[src/hdl/qdmp_pkg.sv]
// ----------------------------------------------------------------------------
// qdmp_pkg
// Shared types and constants for the QR data module placement block.
// ----------------------------------------------------------------------------
`default_nettype none

package qdmp_pkg;

   localparam int MAX_VERSION      = 40;
   localparam int ALIGN_SLOTS      = 7;
   localparam int COORD_W          = 8;
   localparam int VERSION_W        = 6;
   localparam int SIZE_BASE        = 17;
   localparam int FINDER_SPAN      = 8;
   localparam int TIMING_LINE      = 6;
   localparam int VERSION_INFO_MIN = 7;
   localparam int INFO_NEAR        = 9;
   localparam int INFO_FAR         = 11;
   localparam int INFO_DEPTH       = 5;
   localparam int ALIGN_EDGE       = 10;
   localparam int ALIGN_HALF       = 2;
   localparam int SKIP_COL         = 5;
   localparam int SKIP_TO_COL      = 4;
   localparam int QUEUE_DEPTH      = 2;
   localparam int QUEUE_PTR_W      = $clog2(QUEUE_DEPTH);
   localparam int QUEUE_CNT_W      = $clog2(QUEUE_DEPTH + 1);

   // csr register indexes
   localparam int CSR_ADDR_W = 3;
   localparam logic [CSR_ADDR_W-1:0] CSR_VERSION     = 3'd0;
   localparam logic [CSR_ADDR_W-1:0] CSR_ALIGN_FIRST = 3'd1;

   typedef logic [COORD_W-1:0] coord_type;
   typedef coord_type [ALIGN_SLOTS-1:0] align_set_type;

   typedef enum logic [1:0] {
      WALK_IDLE,
      WALK_SEEK,
      WALK_SEEK_NEXT
   } walk_state_type;

   typedef struct packed {
      logic first_bit;
      logic data_bit;
   } bit_item_type;

   typedef struct packed {
      logic         valid;
      bit_item_type item;
   } queue_head_type;

   typedef struct packed {
      coord_type size;
      logic      info_on;
   } symbol_type;

endpackage

`default_nettype wire

[src/hdl/qdmp_queue.sv]
// ----------------------------------------------------------------------------
// qdmp_queue
// Front end: accepts requests and holds them in a short queue, split into
// restart flag and data bit, until the walker takes them.
// ----------------------------------------------------------------------------
`default_nettype none

module qdmp_queue (
   input  wire logic                    clock,
   input  wire logic                    reset,
   input  wire logic                    req_tvalid,
   output      logic                    req_tready,
   input  wire logic [7:0]              req_tdata,   // [0] data_bit
   input  wire logic [0:0]              req_tuser,   // [0] first_bit
   input  wire logic                    pop,
   output      qdmp_pkg::queue_head_type head
);
   import qdmp_pkg::*;

   bit_item_type             slot_ff [QUEUE_DEPTH];
   bit_item_type             slot_in [QUEUE_DEPTH];
   logic [QUEUE_PTR_W-1:0]   wr_ptr_ff, wr_ptr_in;
   logic [QUEUE_PTR_W-1:0]   rd_ptr_ff, rd_ptr_in;
   logic [QUEUE_CNT_W-1:0]   count_ff, count_in;
   logic                     push;
   logic                     take;

   assign req_tready = (count_ff < QUEUE_CNT_W'(QUEUE_DEPTH));
   assign push       = req_tvalid && req_tready;
   assign head.valid = (count_ff != '0);
   assign head.item  = slot_ff[rd_ptr_ff];
   assign take       = pop && head.valid;

   always_comb begin
      slot_in   = slot_ff;
      wr_ptr_in = wr_ptr_ff;
      rd_ptr_in = rd_ptr_ff;
      count_in  = count_ff;
      if (push) begin
         slot_in[wr_ptr_ff].first_bit = req_tuser[0];
         slot_in[wr_ptr_ff].data_bit  = req_tdata[0];
         wr_ptr_in = wr_ptr_ff + 1'b1;
      end
      if (take) begin
         rd_ptr_in = rd_ptr_ff + 1'b1;
      end
      if (push && !take) begin
         count_in = count_ff + 1'b1;
      end else if (take && !push) begin
         count_in = count_ff - 1'b1;
      end
   end

   always_ff @(posedge clock) begin
      slot_ff <= slot_in;
      if (reset) begin
         wr_ptr_ff <= '0;
         rd_ptr_ff <= '0;
         count_ff  <= '0;
      end else begin
         wr_ptr_ff <= wr_ptr_in;
         rd_ptr_ff <= rd_ptr_in;
         count_ff  <= count_in;
      end
   end

endmodule

`default_nettype wire

[src/hdl/qdmp_resv.sv]
// ----------------------------------------------------------------------------
// qdmp_resv
// Function-pattern map: flags a module inside the symbol as reserved
// (finders, separators, timing lines, version info, alignment patterns).
// ----------------------------------------------------------------------------
`default_nettype none

module qdmp_resv (
   input  wire qdmp_pkg::symbol_type    sym,
   input  wire qdmp_pkg::align_set_type align,
   input  wire qdmp_pkg::coord_type     col,
   input  wire qdmp_pkg::coord_type     row,
   output      logic                    reserved
);
   import qdmp_pkg::*;

   logic [ALIGN_SLOTS-1:0] used, lo, hi, col_hit, row_hit;
   logic                   finder, timing, info, pattern;
   logic [COORD_W:0]       col_x, row_x, pos_x;

   always_comb begin
      col_x = {1'b0, col};
      row_x = {1'b0, row};
      for (int i = 0; i < ALIGN_SLOTS; i++) begin
         pos_x      = {1'b0, align[i]};
         used[i]    = (align[i] != '0);
         lo[i]      = (align[i] < COORD_W'(ALIGN_EDGE));
         hi[i]      = (align[i] > sym.size - COORD_W'(ALIGN_EDGE));
         col_hit[i] = used[i] && (col_x + (COORD_W+1)'(ALIGN_HALF) >= pos_x)
                      && (col_x <= pos_x + (COORD_W+1)'(ALIGN_HALF));
         row_hit[i] = used[i] && (row_x + (COORD_W+1)'(ALIGN_HALF) >= pos_x)
                      && (row_x <= pos_x + (COORD_W+1)'(ALIGN_HALF));
      end
      pattern = 1'b0;
      for (int i = 0; i < ALIGN_SLOTS; i++) begin
         for (int j = 0; j < ALIGN_SLOTS; j++) begin
            // centres on a finder corner are left out
            if (col_hit[i] && row_hit[j] && !(lo[i] && lo[j]) && !(hi[i] && lo[j])
                && !(lo[i] && hi[j])) begin
               pattern = 1'b1;
            end
         end
      end
      finder = ((col <= COORD_W'(FINDER_SPAN)) && (row <= COORD_W'(FINDER_SPAN)))
            || ((col >= sym.size - COORD_W'(FINDER_SPAN)) && (row <= COORD_W'(FINDER_SPAN)))
            || ((col <= COORD_W'(FINDER_SPAN)) && (row >= sym.size - COORD_W'(FINDER_SPAN)));
      timing = (row == COORD_W'(TIMING_LINE)) || (col == COORD_W'(TIMING_LINE));
      info   = sym.info_on &&
               (((col >= sym.size - COORD_W'(INFO_FAR)) && (col <= sym.size - COORD_W'(INFO_NEAR))
                 && (row <= COORD_W'(INFO_DEPTH)))
             || ((col <= COORD_W'(INFO_DEPTH)) && (row >= sym.size - COORD_W'(INFO_FAR))
                 && (row <= sym.size - COORD_W'(INFO_NEAR))));
      reserved = finder || timing || info || pattern;
   end

endmodule

`default_nettype wire

[src/hdl/qdmp_walker.sv]
// ----------------------------------------------------------------------------
// qdmp_walker
// Back end: zigzag walk over the symbol, one candidate module per cycle while
// seeking, with the result register toward the response channel.
// ----------------------------------------------------------------------------
`default_nettype none

module qdmp_walker (
   input  wire logic                    clock,
   input  wire logic                    reset,
   input  wire qdmp_pkg::symbol_type    sym,
   input  wire qdmp_pkg::align_set_type align,
   input  wire qdmp_pkg::queue_head_type head,
   output      logic                    pop,
   output      logic                    rsp_tvalid,
   input  wire logic                    rsp_tready,
   output      logic [23:0]             rsp_tdata,   // [7:0] module_col, [15:8] module_row,
                                                     // [16] dark
   output      logic                    rsp_tlast,   // last_free
   output      logic [0:0]              rsp_tuser    // [0] no_room
);
   import qdmp_pkg::*;

   walk_state_type state_ff, state_in;
   coord_type      walk_col_ff, walk_col_in;
   coord_type      walk_row_ff, walk_row_in;
   logic           going_up_ff, going_up_in;
   logic           right_half_ff, right_half_in;
   logic           walk_done_ff, walk_done_in;
   logic           dark_ff, dark_in;
   coord_type      hit_col_ff, hit_col_in;
   coord_type      hit_row_ff, hit_row_in;
   logic           rsp_valid_ff, rsp_valid_in;
   coord_type      rsp_col_ff, rsp_col_in;
   coord_type      rsp_row_ff, rsp_row_in;
   logic           rsp_dark_ff, rsp_dark_in;
   logic           rsp_last_ff, rsp_last_in;
   logic           rsp_none_ff, rsp_none_in;

   logic [COORD_W:0] cand_col;
   logic             in_range, reserved, cand_free;
   logic             out_free, finish, load_rsp, step;
   coord_type        adv_col, adv_row;
   logic             adv_up, adv_right, adv_done;
   logic             turned;
   logic [COORD_W:0] row_nx;

   assign cand_col = {1'b0, walk_col_ff} + (COORD_W+1)'(right_half_ff);
   assign in_range = (cand_col < {1'b0, sym.size}) && (walk_row_ff < sym.size);
   assign cand_free = in_range && !reserved;
   assign out_free  = !rsp_valid_ff || rsp_tready;

   qdmp_resv u_resv (
      .sym      (sym),
      .align    (align),
      .col      (cand_col[COORD_W-1:0]),
      .row      (walk_row_ff),
      .reserved (reserved)
   );

   // one step of the zigzag; a step past the top or bottom edge turns the walk
   always_comb begin
      adv_col   = walk_col_ff;
      adv_row   = walk_row_ff;
      adv_up    = going_up_ff;
      adv_done  = walk_done_ff;
      adv_right = !right_half_ff;
      turned    = 1'b0;
      row_nx    = going_up_ff ? ({1'b0, walk_row_ff} - 1'b1) : ({1'b0, walk_row_ff} + 1'b1);
      if (!right_half_ff) begin
         if (going_up_ff && (walk_row_ff == '0)) begin
            turned  = 1'b1;
            adv_up  = 1'b0;
            adv_col = walk_col_ff - COORD_W'(2);
            adv_row = '0;
         end else if (row_nx >= {1'b0, sym.size}) begin
            turned  = 1'b1;
            adv_up  = 1'b1;
            adv_col = walk_col_ff - COORD_W'(2);
            adv_row = sym.size - 1'b1;
         end else begin
            adv_row = row_nx[COORD_W-1:0];
         end
         if (adv_col == COORD_W'(SKIP_COL)) begin
            adv_col = COORD_W'(SKIP_TO_COL);
         end
         if (turned && (walk_col_ff < COORD_W'(2))) begin
            adv_done = 1'b1;
            adv_col  = '0;
         end
      end
   end

   always_comb begin
      state_in      = state_ff;
      walk_col_in   = walk_col_ff;
      walk_row_in   = walk_row_ff;
      going_up_in   = going_up_ff;
      right_half_in = right_half_ff;
      walk_done_in  = walk_done_ff;
      dark_in       = dark_ff;
      hit_col_in    = hit_col_ff;
      hit_row_in    = hit_row_ff;
      finish        = 1'b0;
      step          = 1'b0;
      pop           = 1'b0;
      rsp_col_in    = rsp_col_ff;
      rsp_row_in    = rsp_row_ff;
      rsp_dark_in   = rsp_dark_ff;
      rsp_last_in   = rsp_last_ff;
      rsp_none_in   = rsp_none_ff;

      unique case (state_ff)
         WALK_IDLE: begin
            pop = head.valid;
         end
         WALK_SEEK: begin
            if (walk_done_ff) begin
               finish = 1'b1;
            end else if (cand_free) begin
               hit_col_in = cand_col[COORD_W-1:0];
               hit_row_in = walk_row_ff;
               step       = 1'b1;
               state_in   = WALK_SEEK_NEXT;
            end else begin
               step = 1'b1;
            end
         end
         WALK_SEEK_NEXT: begin
            if (walk_done_ff || cand_free) begin
               finish = 1'b1;
            end else begin
               step = 1'b1;
            end
         end
         default: begin
            state_in = WALK_IDLE;
         end
      endcase

      if (step) begin
         walk_col_in   = adv_col;
         walk_row_in   = adv_row;
         going_up_in   = adv_up;
         right_half_in = adv_right;
         walk_done_in  = adv_done;
      end

      load_rsp = finish && out_free;
      if (load_rsp) begin
         if (state_ff == WALK_SEEK) begin
            rsp_col_in  = '0;
            rsp_row_in  = '0;
            rsp_dark_in = 1'b0;
            rsp_last_in = 1'b0;
            rsp_none_in = 1'b1;
         end else begin
            rsp_col_in  = hit_col_ff;
            rsp_row_in  = hit_row_ff;
            rsp_dark_in = dark_ff;
            rsp_last_in = walk_done_ff;
            rsp_none_in = 1'b0;
         end
         pop      = head.valid;
         state_in = WALK_IDLE;
      end

      if (pop) begin
         dark_in  = head.item.data_bit;
         state_in = WALK_SEEK;
         if (head.item.first_bit) begin
            walk_col_in   = sym.size - COORD_W'(2);
            walk_row_in   = sym.size - 1'b1;
            going_up_in   = 1'b1;
            right_half_in = 1'b1;
            walk_done_in  = 1'b0;
         end
      end

      if (load_rsp) begin
         rsp_valid_in = 1'b1;
      end else if (rsp_tready) begin
         rsp_valid_in = 1'b0;
      end else begin
         rsp_valid_in = rsp_valid_ff;
      end
   end

   always_ff @(posedge clock) begin
      dark_ff     <= dark_in;
      hit_col_ff  <= hit_col_in;
      hit_row_ff  <= hit_row_in;
      rsp_col_ff  <= rsp_col_in;
      rsp_row_ff  <= rsp_row_in;
      rsp_dark_ff <= rsp_dark_in;
      rsp_last_ff <= rsp_last_in;
      rsp_none_ff <= rsp_none_in;
      if (reset) begin
         state_ff      <= WALK_IDLE;
         walk_col_ff   <= '0;
         walk_row_ff   <= '0;
         going_up_ff   <= 1'b1;
         right_half_ff <= 1'b1;
         walk_done_ff  <= 1'b0;
         rsp_valid_ff  <= 1'b0;
      end else begin
         state_ff      <= state_in;
         walk_col_ff   <= walk_col_in;
         walk_row_ff   <= walk_row_in;
         going_up_ff   <= going_up_in;
         right_half_ff <= right_half_in;
         walk_done_ff  <= walk_done_in;
         rsp_valid_ff  <= rsp_valid_in;
      end
   end

   assign rsp_tvalid = rsp_valid_ff;
   assign rsp_tdata  = {7'b0, rsp_dark_ff, rsp_row_ff, rsp_col_ff};
   assign rsp_tlast  = rsp_last_ff;
   assign rsp_tuser  = rsp_none_ff;

`ifndef SYNTH
   a_pop_has_item : assert property (@(posedge clock) disable iff (reset)
      pop |-> head.valid)
      else $error("walker took from an empty queue");

   a_done_at_left : assert property (@(posedge clock) disable iff (reset)
      walk_done_ff |-> (walk_col_ff == '0))
      else $error("finished walk not parked at column zero");

   a_drop_is_blank : assert property (@(posedge clock) disable iff (reset)
      (rsp_valid_ff && rsp_none_ff) |->
         (rsp_col_ff == '0 && rsp_row_ff == '0 && !rsp_dark_ff && !rsp_last_ff))
      else $error("dropped bit carries a position");

   a_no_overwrite : assert property (@(posedge clock) disable iff (reset)
      (rsp_valid_ff && !rsp_tready) |-> !load_rsp)
      else $error("result register overwritten while stalled");

   a_step_flips_half : assert property (@(posedge clock) disable iff (reset)
      (step && !pop) |=> (right_half_ff != $past(right_half_ff)))
      else $error("walk step did not alternate column half");
`endif

endmodule

`default_nettype wire

[src/hdl/qr_data_module_placement.sv]
// ----------------------------------------------------------------------------
// qr_data_module_placement
// Places serialized data bits on QR symbol modules along the standard
// two-column zigzag, passing over all function-pattern modules.
// ----------------------------------------------------------------------------
// A request passes through the queue, the walker's search for its module and
//   for the next free one, and the result register toward the response channel.
// The queue takes new requests during a walk; the walker pops the next as it
//   loads a result and tests one candidate module per cycle while seeking.
// Reset (synchronous): version 1, no alignment centres, walk at (0,0),
//   queue and response register empty.
`default_nettype none

module qr_data_module_placement (
   input  wire logic                          clock,
   input  wire logic                          reset,
   input  wire logic                          req_tvalid,
   output      logic                          req_tready,
   input  wire logic [7:0]                    req_tdata,  // [0] data_bit
   input  wire logic [0:0]                    req_tuser,  // [0] first_bit
   output      logic                          rsp_tvalid,
   input  wire logic                          rsp_tready,
   output      logic [23:0]                   rsp_tdata,  // [7:0] module_col,
                                                          // [15:8] module_row, [16] dark
   output      logic                          rsp_tlast,  // last_free
   output      logic [0:0]                    rsp_tuser,  // [0] no_room
   input  wire logic                          csr_we,
   input  wire logic [qdmp_pkg::CSR_ADDR_W-1:0] csr_addr,
   input  wire logic [qdmp_pkg::COORD_W-1:0]  csr_wdata
);
   import qdmp_pkg::*;

   logic [VERSION_W-1:0] version_ff, version_in;
   align_set_type        align_ff, align_in;
   logic [VERSION_W-1:0] ver_eff;
   symbol_type           sym;
   queue_head_type       head;
   logic                 pop;

   always_comb begin
      version_in = version_ff;
      align_in   = align_ff;
      if (csr_we) begin
         if (csr_addr == CSR_VERSION) begin
            version_in = csr_wdata[VERSION_W-1:0];
         end
         for (int i = 0; i < ALIGN_SLOTS; i++) begin
            if (csr_addr == CSR_ADDR_W'(int'(CSR_ALIGN_FIRST) + i)) begin
               align_in[i] = csr_wdata;
            end
         end
      end
   end

   always_ff @(posedge clock) begin
      if (reset) begin
         version_ff <= VERSION_W'(1);
         align_ff   <= '0;
      end else begin
         version_ff <= version_in;
         align_ff   <= align_in;
      end
   end

   always_comb begin
      if (version_ff == '0) begin
         ver_eff = VERSION_W'(1);
      end else if (version_ff > VERSION_W'(MAX_VERSION)) begin
         ver_eff = VERSION_W'(MAX_VERSION);
      end else begin
         ver_eff = version_ff;
      end
      sym.size    = {ver_eff, 2'b00} + COORD_W'(SIZE_BASE);
      sym.info_on = (ver_eff >= VERSION_W'(VERSION_INFO_MIN));
   end

   qdmp_queue u_queue (
      .clock      (clock),
      .reset      (reset),
      .req_tvalid (req_tvalid),
      .req_tready (req_tready),
      .req_tdata  (req_tdata),
      .req_tuser  (req_tuser),
      .pop        (pop),
      .head       (head)
   );

   qdmp_walker u_walker (
      .clock      (clock),
      .reset      (reset),
      .sym        (sym),
      .align      (align_ff),
      .head       (head),
      .pop        (pop),
      .rsp_tvalid (rsp_tvalid),
      .rsp_tready (rsp_tready),
      .rsp_tdata  (rsp_tdata),
      .rsp_tlast  (rsp_tlast),
      .rsp_tuser  (rsp_tuser)
   );

endmodule

`default_nettype wire

[config.mk]
export PLATFORM = sky130hd
export DESIGN_NAME = qr_data_module_placement
export DESIGN_NICKNAME = d
export VERILOG_FILES = /design/src/hdl/qdmp_pkg.sv /design/src/hdl/qdmp_queue.sv /design/src/hdl/qdmp_resv.sv /design/src/hdl/qdmp_walker.sv /design/src/hdl/qr_data_module_placement.sv
export SDC_FILE = /design/constraint.sdc
export NUM_CORES = 1
export LEC_CHECK = 0
export BUFFER_PORTS_ARGS = -buffer_cell sky130_fd_sc_hd__buf_2
export CORE_ASPECT_RATIO = 0.8
export CORE_MARGIN = 2
export CORE_UTILIZATION = 45
export CTS_CLUSTER_SIZE = 40
export DETAILED_ROUTE_END_ITERATION = 7
export HOLD_SLACK_MARGIN = 0.15
export PLACE_DENSITY_LB_ADDON = 0.05
export SLEW_MARGIN = 20
export SYNTH_ARGS = -nofsm -noshare
export SYNTH_HDL_FRONTEND = slang
export SYNTH_SLANG_ARGS = --single-unit
export TNS_END_PERCENT = 5
[constraint.sdc]
create_clock -name clock -period 6.7 [get_ports clock]
set_input_delay 0.67 -clock clock [delete_from_list [all_inputs] [get_ports clock]]
set_output_delay 0.67 -clock clock [all_outputs]
set_load 0.02 [all_outputs]
## Yosys cells after proc, flatten, opt, wreduce, memory -nomap -nowiden

Index checks and enable logic that the tools add are counted.

- Bits in registers: 128
- Input bits: 25
- Output and inout bits: 28
- Logic and storage cells: 679

- Add/subtract/negate cells: 24
- Order comparisons: 62
- Equality and inequality tests: 17
- Multiplexer cells: 111
- Bitwise gates (word level): 4
- Reductions and logical operators: 430

Operators by type and width:

| operator | number |
|---|---|
| 1-bit logical AND | 312 |
| 9-bit by 8-bit greater-or-equal comparator with 1-bit output | 15 |
| 8-bit by 9-bit less-or-equal comparator with 1-bit output | 14 |
| 8-bit 2-to-1 mux | 15 |
| 1-bit logical NOT | 82 |
| 8-bit by 2-bit adder with 9-bit output, second input constant | 9 |
| 1-bit 2-to-1 mux | 78 |
| 8-bit greater-than comparator | 7 |
| 8-bit by 4-bit < comparator with 1-bit output, second input constant | 7 |
| 8-bit nonzero test | 7 |
| 8-bit greater-or-equal comparator | 4 |
| 8-bit by 4-bit subtractor with 8-bit output, second input constant | 4 |
| 8-bit by 3-bit == test with 1-bit output, second input constant | 3 |
| 8-bit by 3-bit less-or-equal comparator with 1-bit output, second input constant | 2 |
| 8-bit by 4-bit less-or-equal comparator with 1-bit output, second input constant | 2 |
| 8-bit less-or-equal comparator | 2 |
| 2-bit 2-to-1 mux | 8 |
| 2-bit AND reduction | 8 |
| 8-bit by 2-bit subtractor with 8-bit output, second input constant | 2 |
| 3-bit == test, second input constant | 4 |
| 6-bit 2-to-1 mux | 2 |
| 8-bit by 1-bit adder with 9-bit output | 1 |
| 8-bit by 1-bit adder with 9-bit output, second input constant | 1 |
| 1-bit logical OR | 9 |
| other kinds (38) | 50 |

## Depth between registers and ports, before layout

Gate-level depths: netlist (run 1).

- Depth after elaboration: 71
- Depth in mapped cells: 23

## Modules after synthesis

Synthesis (run 1) repeated with hierarchy kept, for this count alone.

- Cell total of the unflattened synthesis: 1,848
- Area, all modules: 15,987.8 µm²

Modules (own cells, without submodules):

| module | times used | cells each | area each (µm²) |
|---|---|---|---|
| qdmp_resv | 1 | 1,185 | 9,182.6 |
| qdmp_walker | 1 | 393 | 3,873.7 |
| qr_data_module_placement | 1 | 241 | 2,587.5 |
| qdmp_queue | 1 | 29 | 344.1 |

## Worst setup path after synthesis (run 1)

No wires, ideal clock.

- Path kind: register to register
- Start: register u_walker.right_half_ff
- End: register u_walker.hit_col_ff[0], enable pin
- Library setup time: 0.413 ns
- Data arrival time: 5.741 ns
- Required time: 6.287 ns
- Slack: 0.546 ns
- Cell stages (with the launch flop): 19
- Clock period less this slack: 6.154 ns
- Path through: dfxtp_1 -> ha_1 -> ha_1 -> xor2_2 -> nand2_2 -> nor2_1 -> nor2_1 -> xnor2_1 -> ha_1 -> a21o_1 -> a211oi_1 -> a21oi_1 -> o311ai_1 -> nor3_1 -> nor4_1 -> nand4_1 -> nor4_4 -> nand2_1 -> nor3b_1

- Longest elaborated chain between the ends: 62
- Elaborated cells between the ends (all ways): 301
- Those cells by class: 2 x add/sub; 20 x order compare; 1 x eq/ne; 49 x mux; 229 x reduce/logical

RTL lines:

| what | line | RTL |
|---|---|---|
| start: declaration | qdmp_walker.sv:28 | `logic right_half_ff, right_half_in;` |
| start signal: assignment | qdmp_walker.sv:211 | `right_half_ff <= right_half_in;` |
| 8-bit by 1-bit adder with 9-bit output * | qdmp_walker.sv:48 | `assign cand_col = {1'b0, walk_col_ff} + (COORD_W+1)'(right_half_ff);` |
| net u_walker.cand_col[2] | qdmp_walker.sv:40 | `logic [COORD_W:0] cand_col;` |
| 8-bit by 2-bit adder with 9-bit output | qdmp_resv.sv:29 | `col_hit[i] = used[i] && (col_x + (COORD_W+1)'(ALIGN_HALF) >= pos_x)` |
| 9-bit by 8-bit greater-or-equal comparator with 1-bit output | qdmp_resv.sv:29 |  |
| 1-bit logical AND | qdmp_resv.sv:29 |  |
| 1-bit logical AND | qdmp_resv.sv:30 | `&& (col_x <= pos_x + (COORD_W+1)'(ALIGN_HALF));` |
| 1-bit logical AND (3 in a row) | qdmp_resv.sv:38 | `if (col_hit[i] && row_hit[j] && !(lo[i] && lo[j]) && !(hi[i] && lo[j])` |
| 1-bit logical AND | qdmp_resv.sv:39 | `&& !(lo[i] && hi[j])) begin` |
| 1-bit 2-to-1 mux (49 in a row) | qdmp_resv.sv:38 |  |
| 1-bit logical OR | qdmp_resv.sv:53 | `reserved = finder \|\| timing \|\| info \|\| pattern;` |
| 1-bit logical NOT | qdmp_walker.sv:50 | `assign cand_free = in_range && !reserved;` |
| 1-bit logical AND * | qdmp_walker.sv:50 |  |
| 3-bit AND reduction (no line) * | -- |  |
| end signal: assignment | qdmp_walker.sv:191 | `hit_col_ff <= hit_col_in;` |
| end: declaration | qdmp_walker.sv:31 | `coord_type hit_col_ff, hit_col_in;` |

Mark *: on every way through the listed nets, which the timed path passes. The rest lies on a longest branch.
A chain may end at the register's enable or synchronous reset.

## Final worst setup path (run 1)

- Start: register version_ff[5]
- End: register u_walker.rsp_col_ff[5], enable pin

- Longest elaborated chain between the ends: 66
- Elaborated cells between the ends (all ways): 290
- Those cells by class: 5 x add/sub; 17 x order compare; 53 x mux; 215 x reduce/logical

RTL lines:

| what | line | RTL |
|---|---|---|
| start: declaration | qr_data_module_placement.sv:33 | `logic [VERSION_W-1:0] version_ff, version_in;` |
| start signal: assignment | qr_data_module_placement.sv:60 | `version_ff <= version_in;` |
| 6-bit greater-than comparator | qr_data_module_placement.sv:68 | `end else if (version_ff > VERSION_W'(MAX_VERSION)) begin` |
| 6-bit 2-to-1 mux | qr_data_module_placement.sv:68 |  |
| 6-bit 2-to-1 mux * | qr_data_module_placement.sv:66 | `if (version_ff == '0) begin` |
| 8-bit by 5-bit adder with 8-bit output | qr_data_module_placement.sv:73 | `sym.size = {ver_eff, 2'b00} + COORD_W'(SIZE_BASE);` |
| 8-bit by 4-bit subtractor with 8-bit output | qdmp_resv.sv:28 | `hi[i] = (align[i] > sym.size - COORD_W'(ALIGN_EDGE));` |
| 8-bit greater-than comparator | qdmp_resv.sv:28 |  |
| 1-bit logical AND | qdmp_resv.sv:38, qdmp_resv.sv:39 |  |
| 1-bit logical NOT | qdmp_resv.sv:38, qdmp_resv.sv:39 |  |
| [... 51 more ...] | -- |  |
| 1-bit logical OR | qdmp_resv.sv:53 |  |
| 1-bit logical NOT | qdmp_walker.sv:50 |  |
| 1-bit logical AND * | qdmp_walker.sv:50 |  |
| 1-bit logical OR * | qdmp_walker.sv:130 | `if (walk_done_ff \|\| cand_free) begin` |
| 1-bit 2-to-1 mux * | qdmp_walker.sv:130 |  |
| 1-bit one-hot mux with 2 select lines * | qdmp_walker.sv:113 | `unique case (state_ff)` |
| 1-bit logical AND * | qdmp_walker.sv:149 | `load_rsp = finish && out_free;` |
| net u_walker.load_rsp | qdmp_walker.sv:42 | `logic out_free, finish, load_rsp, step;` |
| end signal: assignment | qdmp_walker.sv:193 | `rsp_col_ff <= rsp_col_in;` |
| end: declaration | qdmp_walker.sv:34 | `coord_type rsp_col_ff, rsp_col_in;` |

Marked as above.

==> summary.txt, run 1 <==
Status
  – Status: finished clean

Route
  – Via count: 13990
  – DR vias/cell: 6.153
  – Final WL: 52.28 mm
  – DRC marker count from the first detailed-route iteration: 1276
  – ANT nets after route: 0
  – 1st-pass router iterations: 6
  – Residual DRC: 0
  – WL/cell: 23.00 um

Floorplan
  – Initial Util: 45.94%
  – Die area: 33760 um2
  – Die X: 204.9 um
  – Die Ht: 164.8 um
  – Rows: 58
  – Core box area: 31640 um2
  – Top-level I/O count: 53

Global routing
  – Vias in the first global route: 13040
  – Total track usage: 31.36%
  – GR met2 Demand/Resource: 47.88%
  – Grt met3 use: 6.709%
  – Routing usage on met1: 42.32%
  – Number of antenna violations at the first check in global routing: 1
  – Global-route wire length before repair: 78.76 mm
  – GRT Max-Usage Layer: met2
  – GRT overflow: 0
  – Largest net degree at the start of global routing: 52

Placed design
  – PortBufs: 38
  – Placed cell areas: 15480 um2
  – Pre-CTS setup slack: 0.8187 ns
  – Global placement routability congestion: 1.052
  – HPWL after DPL: 39.22 mm

Timing
  – Hold Fails Final Rpt: 0
  – Rel. slew slack: 30.46%
  – Period minus WS final: 6.001 ns
  – Setup ws final: 0.6991 ns
  – Setup-failing EPs final: 0
  – Fin. max-slew vios: 0
  – Fmax: 166.6 MHz
  – Post-route setup TNS: 0 ns
  – Worst Tran Pin Value: 1.037 ns
  – Final Cycle Share: 89.57%
  – Skew final: 0.01489 ns
  – RSZ-0062 raised after global routing: no

CTS
  – Clock latency on the worst-skew pair: 0.45 ns
  – CTS resizes: 0
  – Number of buffers created by CTS: 17
  – H-tree depth: 4
  – Clk sinks: 128
  – Post-cts hold buffer count: 0
  – Clock Root Buffer: clkbuf_16
  – Setup Buffers After CTS: 0
  – Clock transition at path regs: 0.06 ns
  – CTS max path bufs: 2
  – CTS tree: done

Power
  – Internal Pwr Total: 3.175 mW
  – Comb pwr share: 68.2%
  – VDD IR-drop max: 0.2389 mV
  – Part of the power in the clock network: 15.1%
  – Seq pwr share: 16.7%
  – Psw: 3.159 mW
  – Switching share of power: 49.87%
  – Leakage: 6.702 nW
  – PwrDens: 394.1 nW/um2

Worst setup path
  – Critical path type: reg -> reg
  – Max stage delay on crit path: 0.53 ns
  – Crit. End Element: flip-flop
  – Worst EP arrival: 6.15 ns
  – Startpoint types: flip-flop
  – Critical path peak fanout: 16
  – Slowest cell on crit path: xnor2_1
  – Worst Path Required: 6.85 ns
  – Critical path cell sequence: o21ai_1, nand2_1, inv_1, ha_1, xnor2_1, nand3_1, xnor2_1, ha_1, nand4_1, o221ai_1, nor3b_1, nor3_1, a21oi_1, o31ai_1, a311oi_1, nand4_2, nor4_4, buf_4, nand2_1, nand2b_1, and2_1, buf_12

Finish
  – Layout Utilization: 50.79%
  – Area growth syn-to-layout: 10.57%
  – Ant. Diodes: 0
  – Total Nets Final: 2180
  – Post-route cell area: 16070 um2
  – Layout cells sized above 1: 8.743%

Min path
  – Class of the worst hold path: in -> reg

Yosys
  – Synth warn: 0
  – EDFF count, synth: 40
  – Synthesized cell area: 14540 um2
  – Synth top area cells: ha_1, dfxtp_1, edfxtp_1, a21oi_1, nand2_1
  – Post-Synthesis Cells: 1780
  – Asr flop ratio synth: 0%
  – Sequential share of the synthesized area: 20.38%
  – Synth unique cells: 85
  – Top_reg_cell synth: dfxtp_1
  – Post-synth top area cell: ha_1
  – Synthesized flop and latch total: 128
  – Post-Syn Area per Cell: 8.166 um2
  – Synth top area share: 27.03%

Job
  – Max cap viols: 0
per-layer routing:
metal	share of wire, %	vias to the layer above
met5	0	-
met3	7.8	126
li1	-	6750
met2	42	555
met1	46	6555
met4	4.7	0
cells in the final DEF (no fill, tap or decap), types with 18 or more instances in the layout:
cell / instances
a211oi_1: 25
a21o_1: 22
a21oi_1: 173
a22oi_1: 18
buf_2: 38
buf_4: 57
dfxtp_1: 88
edfxtp_1: 40
ha_1: 314
inv_1: 92
nand2_1: 193
nand2b_1: 22
nand3_1: 85
nand4_1: 48
nor2_1: 95
nor2b_1: 54
nor3_1: 43
nor4_1: 19
o211ai_1: 18
o21ai_0: 64
o22ai_1: 24
xnor2_1: 55
sequential cells by signal (all words and copies together) (netlist names), 2 cells and up:
register              flops
u_queue.slot_ff           4
u_walker.rsp_row_ff       8
u_walker.state_ff         2
u_walker.walk_col_ff      8
u_walker.hit_row_ff       8
u_walker.rsp_col_ff       8
align_ff                 56
u_walker.hit_col_ff       8
u_queue.count_ff          2
u_walker.walk_row_ff      8
version_ff                6
critical path, delay by kind of cell (launching register included):
family	cells	cell delay [ns]
buffers and inverters	3	0.63
AOI/OAI and AO/OA	5	1.03
adders and majority gates	2	0.67
and+or+nand+nor	10	2.17
xor gates and xnor gates	2	0.78
DFF	1	0.43
worst paths after layout:
check	startpoint	to	slack [ns]	cells past startpoint
min reg2reg	align_ff[23]	align_ff[23]	0.50	2
min	req_tuser	u_queue.slot_ff[1]	0.42	1
max reg2reg	version_ff[5]	u_walker.rsp_col_ff[5]	0.70	22
max	version_ff[5]	u_walker.rsp_col_ff[5]	0.70	22
area by class of cell:
class	instances	area (um2)
tap	420	525.5
fill	3141	15570
inverter	93	349.1
timing repair buffer	97	658.1
sequential	128	2963
clock inverter	15	167.7
clock buffer	17	425.4
multi-input combinational	1503	10980
kinds of logic (layout without fill, tap and decap cells):
kind of cell / Yosys count / after routing / share of synthesized area, %
xor gates and xnor gates: 72 / 72 / 4.571
adders and majority gates: 318 / 318 / 27.39
and+or+nand+nor: 612 / 612 / 20.81
other: 1 / 7 / 0.02580
AOI/OAI and AO/OA: 482 / 482 / 21.49
muxes: 12 / 12 / 0.8436
buffers and inverters: 155 / 222 / 4.493
DFF: 128 / 128 / 20.38
Yosys cell counts (all sizes together) (5+ instances only):
| master | instances |
|---|---|
| ha | 314 |
| nand2 | 194 |
| a21oi | 174 |
| nor2 | 96 |
| inv | 93 |
| dfxtp | 88 |
| nand3 | 86 |
| o21ai | 71 |
| xnor2 | 58 |
| nor2b | 54 |
| nand4 | 49 |
| nor3 | 44 |
| edfxtp | 40 |
| clkbuf | 34 |
| buf | 28 |
| a211oi | 26 |
| o22ai | 24 |
| a21o | 22 |
| nand2b | 22 |
| nor4 | 21 |
| a22oi | 18 |
| o211ai | 18 |
| o21a | 15 |
| a31oi | 14 |
| and3 | 14 |
| xor2 | 14 |
| o31ai | 12 |
| a2111oi | 11 |
| mux2i | 10 |
| a211o | 9 |
| o21bai | 9 |
| a21boi | 7 |
| or3 | 7 |
| and2 | 6 |
| nand3b | 6 |
| nor4b | 6 |
| o31a | 6 |
| a221oi | 5 |
| a22o | 5 |
stage by stage:
stage	hold slack, ns	cells	power [mW]
3_5_place_dp	0.4866	2241	5.278
3_3_place_gp	0.4812	2241	5.195
6_report	0.4237	2273	6.334
4_1_cts	0.4073	2273	6.259
2_1_floorplan	0.4064	1786	3.936
5_1_grt	0.4137	2273	6.843
power groups by stage:
stage | sequential (mW) | combinational (mW) | clock, mW
5_1_grt | 1.07 | 4.77 | 1.00
3_5_place_dp | 1.07 | 4.20 | 0
3_3_place_gp | 1.07 | 4.12 | 0
4_1_cts | 1.06 | 4.23 | 0.969
2_1_floorplan | 1.04 | 2.89 | 0
6_report | 1.06 | 4.32 | 0.954
Note: power is estimated with default switching activity, not from simulation.
==> inputs of run 2 (changes only) <==
--- a/config.mk
+++ b/config.mk
@@ -12,7 +12,7 @@
 export CTS_CLUSTER_SIZE = 40
 export DETAILED_ROUTE_END_ITERATION = 7
 export HOLD_SLACK_MARGIN = 0.15
-export PLACE_DENSITY_LB_ADDON = 0.05
+export PLACE_DENSITY = 0.61
 export SLEW_MARGIN = 20
 export SYNTH_ARGS = -nofsm -noshare
 export SYNTH_HDL_FRONTEND = slang
==> run 2 against run 1 <==
Net effect: non-clock buffer count fell by 9; critical endpoint is now u_queue.count_ff[1]; routed wire length fell by 1.5%; clock-buffer cell count did not move; first-iteration DRC count rose by 1.3%; global-route usage fell by 0.78 points; sequential share of layout area rose by 0.13 points; flip-flop and latch count did not move.
==> summary.txt, run 2 (synthesis gave the netlist of run 1 again) <==
Placed design
  – Placed cell areas: 15370 um2 (-0.70%)
  – Global placement routability congestion: 0.9934 (-5.5%)
  – PortBufs: 38 (unchanged)
  – HPWL after DPL: 37.97 mm (-3.2%)
  – Number of placed cells counting well taps: 2232 (-0.40%)

Route
  – WL/cell: 22.74 um (-1.1%)
  – DRC marker count from the first detailed-route iteration: 1293 (+1.3%)
  – DR vias/cell: 6.184 (+0.50%)
  – Final WL: 51.50 mm (-1.5%)
  – ANT nets after route: 0 (unchanged)
  – Via count: 14010 (+0.15%)
  – Residual DRC: 0 (unchanged)
  – 1st-pass router iterations: 6 (unchanged)

Worst setup path
  – Slowest cell on crit path: xnor2_1
  – Crit. End Element: flip-flop
  – R2r setup slk: 0.35 ns (-0.35 ns)
  – Cell mode on critical path: ha_1
  – WP buf/inv: 2 (-1)
  – Worst EP arrival: 6.73 ns (+0.58 ns)
  – Cells on worst reg2reg path: 22 (unchanged)
  – Max stage delay on crit path: 0.62 ns (+0.09 ns)
  – Critical path peak fanout: 10 (-6)
  – Critical path type: reg -> reg
  – CP delay by family, top: simple AND/OR/NAND/NOR gates
  – R2r startpoint: version_ff[5]
  – Critical R2R Capture: u_queue.count_ff[1]
  – Worst Path Required: 7.08 ns (+0.23 ns)
  – Startpoint types: flip-flop
  – Critical path cell sequence: o21ai_1, nand2_1, inv_1, ha_1, xnor2_1, nand3_1, xnor2_1, ha_1, nand4_1, o221ai_1, nor3b_1, nor3_1, a21oi_1, o31ai_1, a311oi_1, nand4_2, nor4_4, buf_4, a31oi_4, ha_1, or3_1, a21oi_1

Power
  – Seq pwr share: 17.4% (+0.7 points)
  – Part of the power in the clock network: 15.4% (+0.3 points)
  – Internal Pwr Total: 3.143 mW (-1.0%)
  – Comb pwr share: 67.2% (-1.0 points)
  – PwrDens: 395.4 nW/um2 (+0.33%)
  – Switching share of power: 50.21% (+0.33 points)
  – Leakage: 6.649 nW (-0.79%)
  – Psw: 3.168 mW (+0.30%)
  – VDD IR-drop max: 0.2156 mV (-9.8%)

CTS
  – Clock Root Buffer: clkbuf_16
  – H-tree depth: 4 (unchanged)
  – Number of buffers created by CTS: 17 (unchanged)
  – CTS resizes: 0 (unchanged)
  – Clock latency on the worst-skew pair: 0.45 ns (about the same)
  – Clk sinks: 128 (unchanged)
  – CTS tree: done
  – Clock transition at path regs: 0.08 ns (+0.02 ns)
  – Setup Buffers After CTS: 0 (unchanged)
  – CTS max path bufs: 2 (unchanged)
  – Post-cts hold buffer count: 0 (unchanged)

Global routing
  – Vias in the first global route: 12940 (-0.74%)
  – GRT overflow: 0 (unchanged)
  – Largest net degree at the start of global routing: 54 (+3.8%)
  – Number of antenna violations at the first check in global routing: 0 (-1)
  – Total track usage: 30.58% (-0.78 points)
  – Global-route wire length before repair: 77.36 mm (-1.8%)

Timing
  – RSZ-0062 raised after global routing: no
  – Fin. max-slew vios: 0 (unchanged)
  – Setup-failing EPs final: 0 (unchanged)
  – Fmax: 157.4 MHz (-5.6%)
  – Skew final: 0.01589 ns (+0.001000 ns)
  – Period minus WS final: 6.355 ns (+0.3541 ns)
  – Post-route setup TNS: 0 ns (unchanged)
  – Hold Fails Final Rpt: 0 (unchanged)
  – WHS: 0.4051 ns (-0.01860 ns)
  – Worst Tran Pin Value: 0.9518 ns (-0.08564 ns)
  – Rel. slew slack: 34.91% (+4.4 points)
  – Final Cycle Share: 94.85% (+5.3 points)

Floorplan
  – Rows: 58 (unchanged)
  – Die Ht: 164.8 um (unchanged)
  – Top-level I/O count: 53 (unchanged)
  – Die X: 204.9 um (unchanged)
  – Core box area: 31640 um2 (unchanged)
  – Initial Util: 45.94% (unchanged)
  – Die area: 33760 um2 (unchanged)

Finish
  – Total Nets Final: 2171 (-0.41%)
  – FILL cells: 3097 (-1.4%)
  – Register with the most flip-flops: align_ff
  – Commonest non-fill, non-tap cell in the layout: ha_1
  – Register Area: 2963 um2 (unchanged)
  – Final non-filler cell total: 2265 (-0.35%)
  – Max reg flops: 56 (unchanged)
  – Commonest non-fill, non-tap cells in the layout: ha_1, nand2_1, a21oi_1
  – Area of the multi-input gates: 10970 um2 (about the same)
  – Area growth syn-to-layout: 9.805%
  – Post-route cell area: 15960 um2 (-0.69%)
  – Layout cells sized above 1: 8.243% (-0.50 points)

Min path
  – WHS Endpoint: u_queue.slot_ff[3]
  – Hold Crit Start: req_tuser
  – Hold Path Depth: 1 (unchanged)
  – Class of the worst hold path: in -> reg

Job
  – Max cap viols: 0 (unchanged)

Status
  – Status: finished clean
run 2: stage by stage:
stage / utilization (%) / power, mW / setup slack [ns]
2_1_floorplan: - / 3.936 / 0.5465
3_3_place_gp: 48.58 / 5.131 / 0.6666
3_5_place_dp: 48.58 / 5.223 / 0.5283
4_1_cts: 50.41 / 6.216 / 0.5120
5_1_grt: 50.43 / 6.813 / 0.1202
6_report: 50.44 / 6.311 / 0.3450
run 2: layout make-up:
cell class / instances / area share, %
Sequential cell: 128 / 18.56
Inverter: 93 / 2.187
Clock buffer: 17 / 2.665
Clock inverter: 15 / 0.9721
Multi-Input combinational cell: 1503 / 68.76
Timing Repair Buffer: 88 / 3.543
Antenna cell: 1 / 0.01568
Tap cell: 420 / 3.293
run 2: worst max-delay path by stage:
stage | startpoint | endpoint | slack (ns) | depth (start not counted)
3_3_place_gp | version_ff[5] | u_queue.count_ff[1] | 0.67 | 22
4_1_cts | version_ff[5] | u_queue.count_ff[1] | 0.51 | 22
5_1_grt | version_ff[5] | u_walker.walk_col_ff[4] | 0.12 | 22
3_5_place_dp | version_ff[5] | u_queue.count_ff[1] | 0.53 | 22
2_1_floorplan | u_walker.right_half_ff | u_walker.hit_col_ff[0] | 0.55 | 18
6_report | version_ff[5] | u_queue.count_ff[1] | 0.35 | 22
run 2: power groups by stage:
stage	combinational, mW	sequential (mW)	clock, mW
after floorplan	2.89	1.04	0
after global placement	4.02	1.11	0
after detailed placement	4.11	1.11	0
after CTS	4.14	1.09	0.983
after global routing	4.69	1.11	1.01
final	4.24	1.10	0.971
run 2: routing by layer:
| metal | wire length [um] | part of all wire [%] | vias up | track usage [%] |
|---|---|---|---|---|
| met5 | 0 | 0 | - | 0 |
| met4 | 1730 | 3.4 | 0 | 11.51 |
| met3 | 4504 | 8.7 | 113 | 6.630 |
| met2 | 21560 | 42 | 620 | 46.15 |
| met1 | 23710 | 46 | 6539 | 42.58 |
| li1 | - | - | 6735 | - |
